<file path="config.mk">
export PLATFORM = sky130hd
export DESIGN_NAME = scaled_digit_glyph_renderer_top
export DESIGN_NICKNAME = d
export VERILOG_FILES = /design/src/sdgr_pkg.sv /design/src/sdgr_bcd.sv /design/src/sdgr_skid.sv /design/src/scaled_digit_glyph_renderer_top.sv
export VERILOG_INCLUDE_DIRS = /design/src /design/src/src
export SDC_FILE = /design/constraint.sdc
export NUM_CORES = 1
export LEC_CHECK = 0
export ABC_AREA = 1
export BUFFER_PORTS_ARGS = -buffer_cell sky130_fd_sc_hd__buf_2
export CAP_MARGIN = 0
export CORE_MARGIN = 1
export CORE_UTILIZATION = 30
export CTS_CLUSTER_DIAMETER = 150
export DETAILED_ROUTE_END_ITERATION = 10
export GPL_ROUTABILITY_DRIVEN = 1
export PLACE_DENSITY_LB_ADDON = 0.25
export REMOVE_ABC_BUFFERS = 1
export SLEW_MARGIN = 20
export SYNTH_ARGS = -nofsm -noshare
export SYNTH_HDL_FRONTEND = slang
export SYNTH_HIERARCHICAL = 1
export SYNTH_SLANG_ARGS = --single-unit
</file>
<file path="constraint.sdc">
create_clock -name clk_i -period 3.3 [get_ports clk_i]
set_input_delay 0 -clock clk_i [delete_from_list [all_inputs] [get_ports clk_i]]
set_output_delay 0 -clock clk_i [all_outputs]
set_load 0.03 [all_outputs]
</file>
<file path="src/scaled_digit_glyph_renderer_top_defines.svh">
// assertion macros for the scaled digit glyph renderer
`ifndef SCALED_DIGIT_GLYPH_RENDERER_TOP_DEFINES_SVH
`define SCALED_DIGIT_GLYPH_RENDERER_TOP_DEFINES_SVH

// checked at every clock edge outside reset
`define SDGR_ASSERT(lbl, prop, msg) \
  lbl: assert property (@(posedge clk_i) disable iff (!rst_ni) prop) else $error(msg);

// checked at every clock edge, reset included
`define SDGR_ASSERT_ALWAYS(lbl, prop, msg) \
  lbl: assert property (@(posedge clk_i) prop) else $error(msg);

`endif

</file>
<file path="src/sdgr_pkg.sv">
// shared types, constants and font table of the scaled digit glyph renderer
`default_nettype none

package sdgr_pkg;

  localparam int unsigned COLOUR_W  = 16;
  localparam int unsigned VALUE_W   = 16;
  localparam int unsigned SCALE_W   = 4;
  localparam int unsigned CFG_IDX_W = 2;
  localparam int unsigned CFG_DATA_W = 16;
  localparam int unsigned DIGIT_W   = 4;
  localparam int unsigned POS_W     = 2;
  localparam int unsigned ROW_W     = 3;
  localparam int unsigned COL_W     = 3;

  localparam logic [SCALE_W-1:0] MAX_SCALE = 4'd15;
  localparam logic [COL_W-1:0]   LAST_COL  = 3'd4;
  localparam logic [ROW_W-1:0]   LAST_ROW  = 3'd7;
  localparam logic [POS_W-1:0]   LAST_POS  = 2'd2;

  localparam logic [COLOUR_W-1:0] TEXT_RESET  = 16'hFFFF;
  localparam logic [COLOUR_W-1:0] BG_RESET    = 16'h0000;
  localparam logic [SCALE_W-1:0]  SCALE_RESET = 4'd1;

  typedef enum logic [CFG_IDX_W-1:0] {
    REG_VALUE = 2'd0,
    REG_TEXT  = 2'd1,
    REG_BG    = 2'd2,
    REG_SCALE = 2'd3
  } cfg_reg_e;

  // column bytes of digits 0..9, bit r is glyph row r
  localparam logic [7:0] FONT_COLS [10][5] = '{
    '{8'h3E, 8'h51, 8'h49, 8'h45, 8'h3E},
    '{8'h00, 8'h42, 8'h7F, 8'h40, 8'h00},
    '{8'h72, 8'h49, 8'h49, 8'h49, 8'h46},
    '{8'h21, 8'h41, 8'h49, 8'h4D, 8'h33},
    '{8'h18, 8'h14, 8'h12, 8'h7F, 8'h10},
    '{8'h27, 8'h45, 8'h45, 8'h45, 8'h39},
    '{8'h3C, 8'h4A, 8'h49, 8'h49, 8'h31},
    '{8'h41, 8'h21, 8'h11, 8'h09, 8'h07},
    '{8'h36, 8'h49, 8'h49, 8'h49, 8'h36},
    '{8'h46, 8'h49, 8'h49, 8'h29, 8'h1E}
  };

  typedef struct packed {
    logic [POS_W-1:0]   digit;
    logic [ROW_W-1:0]   row;
    logic [SCALE_W-1:0] row_rep;
    logic [COL_W-1:0]   col;
    logic [SCALE_W-1:0] col_rep;
  } ctr_t;

  typedef struct packed {
    logic [COLOUR_W-1:0] colour;
    logic [POS_W-1:0]    pos;
    logic                last_digit;
    logic                last_num;
  } pix_t;

  typedef struct packed {
    logic [DIGIT_W-1:0] hund;
    logic [DIGIT_W-1:0] tens;
    logic [DIGIT_W-1:0] units;
  } digits_t;

  function automatic logic font_bit(logic [DIGIT_W-1:0] digit, logic [COL_W-1:0] col,
                                    logic [ROW_W-1:0] row);
    logic [7:0] cols;
    cols = FONT_COLS[digit][col];
    return cols[row];
  endfunction

endpackage

`default_nettype wire

</file>
<file path="src/sdgr_bcd.sv">
// splits a 16-bit value, taken modulo 1000, into three decimal digits
`default_nettype none

module sdgr_bcd
  import sdgr_pkg::*;
(
  input  logic [VALUE_W-1:0] value_i,
  output digits_t            digits_o
);

  logic [11:0]        folded;
  logic [9:0]         mod1000;
  logic [6:0]         rem100;
  logic [3:0]         rem10;
  logic [DIGIT_W-1:0] hund;
  logic [DIGIT_W-1:0] tens;

  // 1024 = 24 mod 1000
  always_comb begin
    folded = 12'({value_i[15:10], 4'b0000}) + 12'({value_i[15:10], 3'b000})
             + 12'(value_i[9:0]);
    if (folded >= 12'd2000) begin
      mod1000 = 10'(folded - 12'd2000);
    end else if (folded >= 12'd1000) begin
      mod1000 = 10'(folded - 12'd1000);
    end else begin
      mod1000 = folded[9:0];
    end
  end

  always_comb begin
    hund   = '0;
    rem100 = 7'(mod1000);
    for (int k = 1; k < 10; k++) begin
      if (mod1000 >= 10'(k * 100)) begin
        hund   = DIGIT_W'(k);
        rem100 = 7'(mod1000 - 10'(k * 100));
      end
    end
  end

  always_comb begin
    tens  = '0;
    rem10 = 4'(rem100);
    for (int k = 1; k < 10; k++) begin
      if (rem100 >= 7'(k * 10)) begin
        tens  = DIGIT_W'(k);
        rem10 = 4'(rem100 - 7'(k * 10));
      end
    end
  end

  assign digits_o.hund  = hund;
  assign digits_o.tens  = tens;
  assign digits_o.units = rem10;

endmodule

`default_nettype wire

</file>
<file path="src/sdgr_skid.sv">
// two-entry output register with skid slot for pixel transactions
`default_nettype none

module sdgr_skid
  import sdgr_pkg::*;
(
  input  logic clk_i,
  input  logic rst_ni,
  input  logic push_i,
  input  pix_t push_data_i,
  output logic full_o,
  output logic out_valid_o,
  input  logic out_stall_i,
  output pix_t out_data_o
);

`include "scaled_digit_glyph_renderer_top_defines.svh"

  logic out_valid_q, out_valid_d;
  logic skid_valid_q, skid_valid_d;
  pix_t out_data_q, out_data_d;
  pix_t skid_data_q, skid_data_d;
  logic out_fire;

  assign out_fire = out_valid_q && !out_stall_i;

  always_comb begin
    out_valid_d  = out_valid_q;
    skid_valid_d = skid_valid_q;
    out_data_d   = out_data_q;
    skid_data_d  = skid_data_q;
    if (skid_valid_q) begin
      if (out_fire) begin
        out_data_d   = skid_data_q;
        skid_valid_d = 1'b0;
      end
    end else if (!out_valid_q || out_fire) begin
      out_valid_d = push_i;
      out_data_d  = push_data_i;
    end else if (push_i) begin
      skid_valid_d = 1'b1;
      skid_data_d  = push_data_i;
    end
  end

  always_ff @(posedge clk_i or negedge rst_ni) begin
    if (!rst_ni) begin
      out_valid_q  <= 1'b0;
      skid_valid_q <= 1'b0;
    end else begin
      out_valid_q  <= out_valid_d;
      skid_valid_q <= skid_valid_d;
    end
  end

  always_ff @(posedge clk_i) begin
    out_data_q  <= out_data_d;
    skid_data_q <= skid_data_d;
  end

  assign full_o      = skid_valid_q;
  assign out_valid_o = out_valid_q;
  assign out_data_o  = out_data_q;

  `SDGR_ASSERT(a_skid_behind_out, skid_valid_q |-> out_valid_q, "skid slot filled while output empty")
  `SDGR_ASSERT(a_no_push_when_full, skid_valid_q |-> !push_i, "push while skid slot full")
  `SDGR_ASSERT(a_skid_drains, skid_valid_q && !out_stall_i |=> !skid_valid_q, "skid slot did not drain")

endmodule

`default_nettype wire

</file>
<file path="src/scaled_digit_glyph_renderer_top.sv">
// Scaled digit glyph renderer: emits the pixels of a three-digit number (value mod 1000,
// leading zeros kept) drawn in a 5x8 font magnified by scale_factor, one pixel per accepted
// transaction. The pixel counters and colour lookup sit between the counter registers and a
// two-entry output register, so a new transaction is taken every cycle while in_stall_o is
// low, and each result passes through that output register. in_stall_o rises
// only when both output entries hold pixels the sink has not taken. A restart transaction
// begins at the first pixel; an advance after the last pixel, or any transaction while
// scale_factor is zero, yields no pixel. Configuration writes are never stalled.
`default_nettype none

module scaled_digit_glyph_renderer_top
  import sdgr_pkg::*;
(
  input  logic                  clk_i,
  input  logic                  rst_ni,
  input  logic                  in_valid_i,
  output logic                  in_stall_o,
  input  logic                  restart_i,
  output logic                  out_valid_o,
  input  logic                  out_stall_i,
  output logic [COLOUR_W-1:0]   pixel_colour_o,
  output logic [POS_W-1:0]      digit_position_o,
  output logic                  last_in_digit_o,
  output logic                  last_of_number_o,
  input  logic                  cfg_valid_i,
  output logic                  cfg_ready_o,
  input  logic [CFG_IDX_W-1:0]  cfg_index_i,
  input  logic [CFG_DATA_W-1:0] cfg_data_i
);

`include "scaled_digit_glyph_renderer_top_defines.svh"

  digits_t             digits_q, digits_d;
  digits_t             cfg_digits;
  logic [COLOUR_W-1:0] text_q, text_d;
  logic [COLOUR_W-1:0] bg_q, bg_d;
  logic [SCALE_W-1:0]  scale_q, scale_d;
  logic [SCALE_W-1:0]  scale;
  ctr_t                ctr_q, ctr_d;
  ctr_t                cur, nxt;
  logic                done_q, done_d;
  logic                cur_done, nxt_done;
  logic                in_fire, cfg_fire, emit;
  logic                crep_end, col_end, rrep_end, row_end, last_pos;
  logic [COL_W-1:0]    font_col;
  logic [DIGIT_W-1:0]  digit;
  pix_t                res, out_pix;

  assign in_fire     = in_valid_i && !in_stall_o;
  assign cfg_ready_o = 1'b1;
  assign cfg_fire    = cfg_valid_i && cfg_ready_o;

  sdgr_bcd u_bcd (
    .value_i  (cfg_data_i),
    .digits_o (cfg_digits)
  );

  always_comb begin
    digits_d = digits_q;
    text_d   = text_q;
    bg_d     = bg_q;
    scale_d  = scale_q;
    if (cfg_fire) begin
      case (cfg_reg_e'(cfg_index_i))
        REG_VALUE: digits_d = cfg_digits;
        REG_TEXT:  text_d   = cfg_data_i;
        REG_BG:    bg_d     = cfg_data_i;
        REG_SCALE: scale_d  = cfg_data_i[SCALE_W-1:0];
        default:   digits_d = digits_q;
      endcase
    end
  end

  assign scale = (scale_q > MAX_SCALE) ? MAX_SCALE : scale_q;

  always_comb begin
    cur      = restart_i ? '0 : ctr_q;
    cur_done = restart_i ? 1'b0 : done_q;
    emit     = (scale != '0) && !cur_done;

    crep_end = ({1'b0, cur.col_rep} + 5'd1) >= {1'b0, scale};
    rrep_end = ({1'b0, cur.row_rep} + 5'd1) >= {1'b0, scale};
    col_end  = cur.col >= LAST_COL;
    row_end  = cur.row >= LAST_ROW;
    last_pos = cur.digit >= LAST_POS;

    font_col = col_end ? LAST_COL : cur.col;
    case (cur.digit)
      2'd0:    digit = digits_q.hund;
      2'd1:    digit = digits_q.tens;
      default: digit = digits_q.units;
    endcase

    res.colour     = font_bit(digit, font_col, cur.row) ? text_q : bg_q;
    res.pos        = cur.digit;
    res.last_digit = crep_end && col_end && rrep_end && row_end;
    res.last_num   = res.last_digit && last_pos;

    nxt      = cur;
    nxt_done = cur_done;
    if (!crep_end) begin
      nxt.col_rep = cur.col_rep + 1'b1;
    end else begin
      nxt.col_rep = '0;
      if (!col_end) begin
        nxt.col = cur.col + 1'b1;
      end else begin
        nxt.col = '0;
        if (!rrep_end) begin
          nxt.row_rep = cur.row_rep + 1'b1;
        end else begin
          nxt.row_rep = '0;
          if (!row_end) begin
            nxt.row = cur.row + 1'b1;
          end else begin
            nxt.row = '0;
            if (!last_pos) begin
              nxt.digit = cur.digit + 1'b1;
            end else begin
              nxt.digit = '0;
              nxt_done  = 1'b1;
            end
          end
        end
      end
    end

    ctr_d  = ctr_q;
    done_d = done_q;
    if (in_fire) begin
      ctr_d  = emit ? nxt : cur;
      done_d = emit ? nxt_done : cur_done;
    end
  end

  always_ff @(posedge clk_i or negedge rst_ni) begin
    if (!rst_ni) begin
      digits_q <= '0;
      text_q   <= TEXT_RESET;
      bg_q     <= BG_RESET;
      scale_q  <= SCALE_RESET;
      ctr_q    <= '0;
      done_q   <= 1'b1;
    end else begin
      digits_q <= digits_d;
      text_q   <= text_d;
      bg_q     <= bg_d;
      scale_q  <= scale_d;
      ctr_q    <= ctr_d;
      done_q   <= done_d;
    end
  end

  sdgr_skid u_skid (
    .clk_i       (clk_i),
    .rst_ni      (rst_ni),
    .push_i      (in_fire && emit),
    .push_data_i (res),
    .full_o      (in_stall_o),
    .out_valid_o (out_valid_o),
    .out_stall_i (out_stall_i),
    .out_data_o  (out_pix)
  );

  assign pixel_colour_o   = out_pix.colour;
  assign digit_position_o = out_pix.pos;
  assign last_in_digit_o  = out_pix.last_digit;
  assign last_of_number_o = out_pix.last_num;

  `SDGR_ASSERT(a_done_after_last, in_fire && emit && res.last_num |=> done_q, "not idle after last pixel")
  `SDGR_ASSERT(a_ctr_range, ctr_q.col <= LAST_COL && ctr_q.digit <= LAST_POS, "counter out of range")
  `SDGR_ASSERT(a_last_num_flags, out_valid_o && last_of_number_o |-> last_in_digit_o && digit_position_o == LAST_POS, "inconsistent end flags")

endmodule

`default_nettype wire

</file>
# Word level (Yosys, flattened, before mapping)

Memory sizes are Yosys's and may differ from the RTL's.
Cells that the tools add are included.

Bits in read-only memories: 640
Register bits: 107
Memories: 1
Output and inout bits: 23
Word-level logic and storage cells: 188
Input bits: 24

Equality and inequality tests: 5
Reduce and logical (&&, ||, !) cells: 24
Add/subtract/negate cells: 29
Multiplexer cells: 74
Bitwise gates (word level): 4
Order comparisons: 29

Memories:

| name             | words | width | read ports | clocked after memory_dff | write ports | RTL line       | text |
|---|---|---|---|---|---|---|---|
| (name not given) | 16    | 40    | 1          | 0                        | 0           | sdgr_pkg.sv:70 | `cols = FONT_COLS[digit][col];` |

Operators by type and width:

| operator                                              | count |
|---|---|
| two-way mux 40 bit                                    | 2 |
| two-way mux 4 bit                                     | 16 |
| two-way mux 7 bit                                     | 9 |
| two-way mux 20 bit                                    | 3 |
| two-way mux 16 bit                                    | 3 |
| >= comparator 10 bit, second input constant           | 4 |
| two-way mux 3 bit                                     | 11 |
| >= comparator 10 x 9 -> 1 bit, second input constant  | 3 |
| subtractor 7 bit, second input constant               | 4 |
| binary-select mux 8 bit (select 3 bit)                | 1 |
| >= comparator 7 x 6 -> 1 bit, second input constant   | 3 |
| >= comparator 7 bit, second input constant            | 3 |
| subtractor 7 x 6 -> 7 bit, second input constant      | 3 |
| two-way mux 10 bit                                    | 2 |
| subtractor 10 bit, second input constant              | 2 |
| subtractor 4 bit, second input constant               | 5 |
| two-way mux 8 bit                                     | 2 |
| >= comparator 7 x 5 -> 1 bit, second input constant   | 2 |
| two-way mux 1 bit                                     | 14 |
| adder 11 x 10 -> 12 bit                               | 1 |
| >= comparator 12 x 10 -> 1 bit, second input constant | 1 |
| >= comparator 12 x 11 -> 1 bit, second input constant | 1 |
| two-way mux 12 bit                                    | 1 |
| two-way mux 2 bit                                     | 6 |
| other kinds (38)                                      | 63 |

# Depth between registers and ports, before layout

Depth after elaboration: 25
Depth in mapped cells: 53

# Cells and area by module

The synthesis kept the hierarchy.

By module, submodules not included:

| module                          | cells each | seq. area each (um2) | times used | area an instance (um2) |
|---|---|---|---|---|
| scaled_digit_glyph_renderer_top | 585        | 1649.1               | 1          | 4224.1 |
| sdgr_bcd                        | 528        | 0.0                  | 1          | 2912.8 |
| sdgr_skid                       | 122        | 1251.2               | 1          | 1586.5 |

# Least setup slack after synthesis

Ideal clock, no wire load.

Kind: input port to flip-flop
Start: input cfg_data_i[4]
End: register digits_q[3] (netlist bit)
Slack: -2.362 ns
Path buffers: 0
Required time: 3.175 ns
Arrival time: 5.537 ns
Cell stages on the path: 44
Cell sequence: inv_1 > fa_1 > inv_1 > ha_1 > inv_1 > fa_1 > inv_1 > ha_1 > a21oi_1 > nor2_4 > nand3_4 > nand3_4 > nand3_1 > nand2_1 > inv_1 > ha_1 > inv_1 > a21oi_1 > (+8 left out) > xor2_2 > ha_1 > inv_1 > a21oi_1 > nor2_2 > nor2_1 > nand2_1 > o21ai_1 > nand2_1 > nand3_1 > nand2_1 > nand2_1 > nand2_1 > nand2_1 > nand2_1 > nand2_1 > a21boi_1 > mux2_2

RTL lines:

| element                | RTL line                               | text |
|---|---|---|
| start: declaration     | scaled_digit_glyph_renderer_top.sv:28  | `input logic [CFG_DATA_W-1:0] cfg_data_i` |
| end signal: assignment | scaled_digit_glyph_renderer_top.sv:145 | `digits_q <= digits_d;` |
| end: declaration       | scaled_digit_glyph_renderer_top.sv:33  | `digits_t digits_q, digits_d;` |

==> flow_summary.toml <==
[grt]
antenna_found_initial = 0
grt_overflow_total = 0
grt_pass1_wl_mm = 41.0
grt_max_degree = 34
grt_usage_pct = 16.5
grt_pass1_vias = 8380

[critical_path]
endpoint_kind = "flop"
crit_start = "cfg_data_i[11]"
worst-path-max-fanout = 8
slowest_delay_ps = 640
cp_common_cell = "nand2_1"
crit_family = "simple AND/OR/NAND/NOR gates"
cp_num_buf_inv = 8
worst_setup_path_start_kind = "input port"
critPathSlowestCell = "fa_2"
r2r_start = "ctr_q[15]"
worstSetupPathType = "in -> reg"
r2r_slack_ps = 290
required_ps = 3530
cp.arrival_ps = 5260

[sta]
fin_skew_ps = 6.38
setup_violations = 11
period_minus_slack_ps = 5030
holdWs_ps = 22.0
rsz0062_at_grt = "yes"
fin_ws_ps = -1730
hold_viol_final = 0
tightest_slew_ps = 993
finalMaxSlewViolations = 0
setup_tns_ps = -12190
period_share_pct = 152
slew_headroom_pct = 33.8
fmax_mhz = 199

[yosys]
synth_cell_type_count = 48
yosys.area.top_type = "nand2_1"
synth_edf_count = 40
synth-seq-cells = 107
synthTopCellsByArea = "nand2_1 17%, dfrtp_1 14%, edfxtp_1 14%"
syn_area_um2 = 8720
synth_ff_type = "dfrtp_1"
yosys_warnings = 6
ys_seq_area_share_pct = 33.2
syn_area_per_cell_um2 = 7.06
synth_top_area_share_pct = 16.7
async_flop_share_pct = 62.6
syn_inst = 1235

[clock_network]
cts-root-buf = "clkbuf_16"
cts_buffer_depth = 2
cts-buffers-inserted = 9
worstSkewPairLatency_ps = 340
cts_sinks = 107
ctsHtreeMaxLevel = 3
cts.clk_slew.worst_paths_ps = 70
cts_tree = "yes"

[run_status]
status = "finished, violations left"
violations = "negative setup slack"

[placement]
dpl.cell_count = 1809
hpwl_mm = 18.4
gp_congestion = 0.923
dp_worst_setup_slack_ps = -2420
port_buffers = 45

[cells_and_area]
layout_commonest_cell = "nand2_1"
final_cell_mix = "361 x nand2_1, 183 x buf_4, 152 x inv_1"
area_growth_pct = 33.8
antenna_cells = 0
nNetsFinal = 1545
layout-drive-gt1-share_pct = 32.0
stdcell_count = 1854
fill_cells = 3003

[min_path]
worstHoldPathType = "in -> reg"
hold_start = "cfg_data_i[10]"

[power]
p_leak_uw = 0.00587
peakVddDrop_v = 0.000586
power.density_nw_per_um2 = 1210

[floorplan]
die_h_um = 173
pin_count = 47
placementRows = 62
core_um2 = 28600
dieArea_um2 = 29800
die_w_um = 173
floorplan.initialDensity_pct = 30.5

[detailed_routing]
ant_nets = 0
wl_mm = 24.0
drt_iter0_markers = 549
via_per_inst = 4.61
num_vias = 8554
post-route-drc-count = 0
wl_per_cell_um = 13.0
first_pass_iters = 6

[flow_run]
max-cap-violations = 0
flip-flops by register name, summed over array words and instances (netlist names):
signal	flops
text_q	16
scale_q	4
u_skid/out_valid_o	1
u_skid/full_o	1
u_skid/skid_data_q	20
u_skid/out_data_o	20
done_q	1
bg_q	16
digits_q	12
ctr_q	16
final cells by class:
type,count,area (µm²),area share (%)
clock buffers,9,225,1.93
clock inverters,7,58.8,0.504
inverters,182,716,6.13
multi-input cells,916,5430,46.5
flip-flops and latches,107,2900,24.8
well taps,384,480,4.12
repair buffers,249,1860,16.0
worst register-to-register path: stages, from the launching register on:
cell and delay (ps):
dfrtp_1 460, nand2_4 140, nand2_1 90, inv_1 60
nand2_1 40, nand3_1 100, inv_1 110, ha_1 370
buf_4 170, a31oi_1 220, nand2_1 80, nand2_1 60
inv_1 30, nand2_1 50, nand3_1 90, nand2_2 180
nand2_4 80, buf_4 160, nand2_1 60, nand2_1 100
nand2_1 90, nand2_1 50
timing repair:
action	CTS	global route
buffers inserted	20	10
endpoints found under the hold margin	32	0
setup endpoints to repair	11	12
hold buffers	2	0
pin swaps	54	29
resized for setup	96	73
routing by layer:
layer / wire (µm) / part of all wire [%] / vias to the layer above / GRT usage [%]
li1: - / - / 4418 / -
met1: 11800 / 49 / 3957 / 23.6
met2: 11200 / 47 / 154 / 26.5
met3: 728 / 3.0 / 25 / 1.79
met4: 319 / 1.3 / 0 / 4.09
met5: 0 / 0 / - / 0
synth_stat cells, types with 10 or more instances:
cell	n
nand2_1	387
inv_1	168
nand3_1	119
o21ai_0	78
nor2_1	73
a21oi_1	57
ha_1	50
dfrtp_1	49
edfxtp_1	40
nand2_2	26
dfstp_2	18
xor2_1	15
clkbuf_1	12
o21ai_1	12
inv_2	11
nand4_1	11
buf_6	10
nor2_2	10
report_power, final:
| part | switching, µW | total (µW) | internal (µW) | leakage [µW] |
|---|---|---|---|---|
| logic | 6230 | 11000 | 4790 | 0.00455 |
| registers | 166 | 2090 | 1930 | 0.00119 |
| clock network | 463 | 1040 | 577 | 0.000131 |
| total | 6860 | 14200 | 7290 | 0.00587 |
worst paths after layout:
kind                                   endpoint  cells past startpoint
setup / recovery                    digits_q[1]                     43
hold / removal                       text_q[10]                      4
setup reg to reg           u_skid/out_data_o[7]                     21
hold reg to reg                        bg_q[10]                      2
max in group asynchronous            scale_q[0]                      3
min in group asynchronous               bg_q[5]                      2
stage by stage:
step / util (%) / cell area (µm²) / total power [µW]
detailed placement: 36.8 / 10500 / 11500
CTS: 39.6 / 11300 / 13700
finish: 40.8 / 11700 / 14200
global placement: 36.8 / 10500 / 11500
global route: 40.8 / 11700 / 15500
floorplan: - / 8510 / 7760
cell families (layout without fill, tap and decap cells):
group / after synthesis / after routing / synth area share [%]
xor+xnor: 22 / 22 / 2.47
mux: 9 / 9 / 1.16
other cells: 1 / 1 / 0.0430
buf+inv: 212 / 447 / 10.3
compound gates: 175 / 175 / 10.9
fa+ha+maj: 56 / 56 / 8.55
flops: 107 / 107 / 33.2
simple gates: 653 / 653 / 33.3
(Power assumes the default switching activity.)
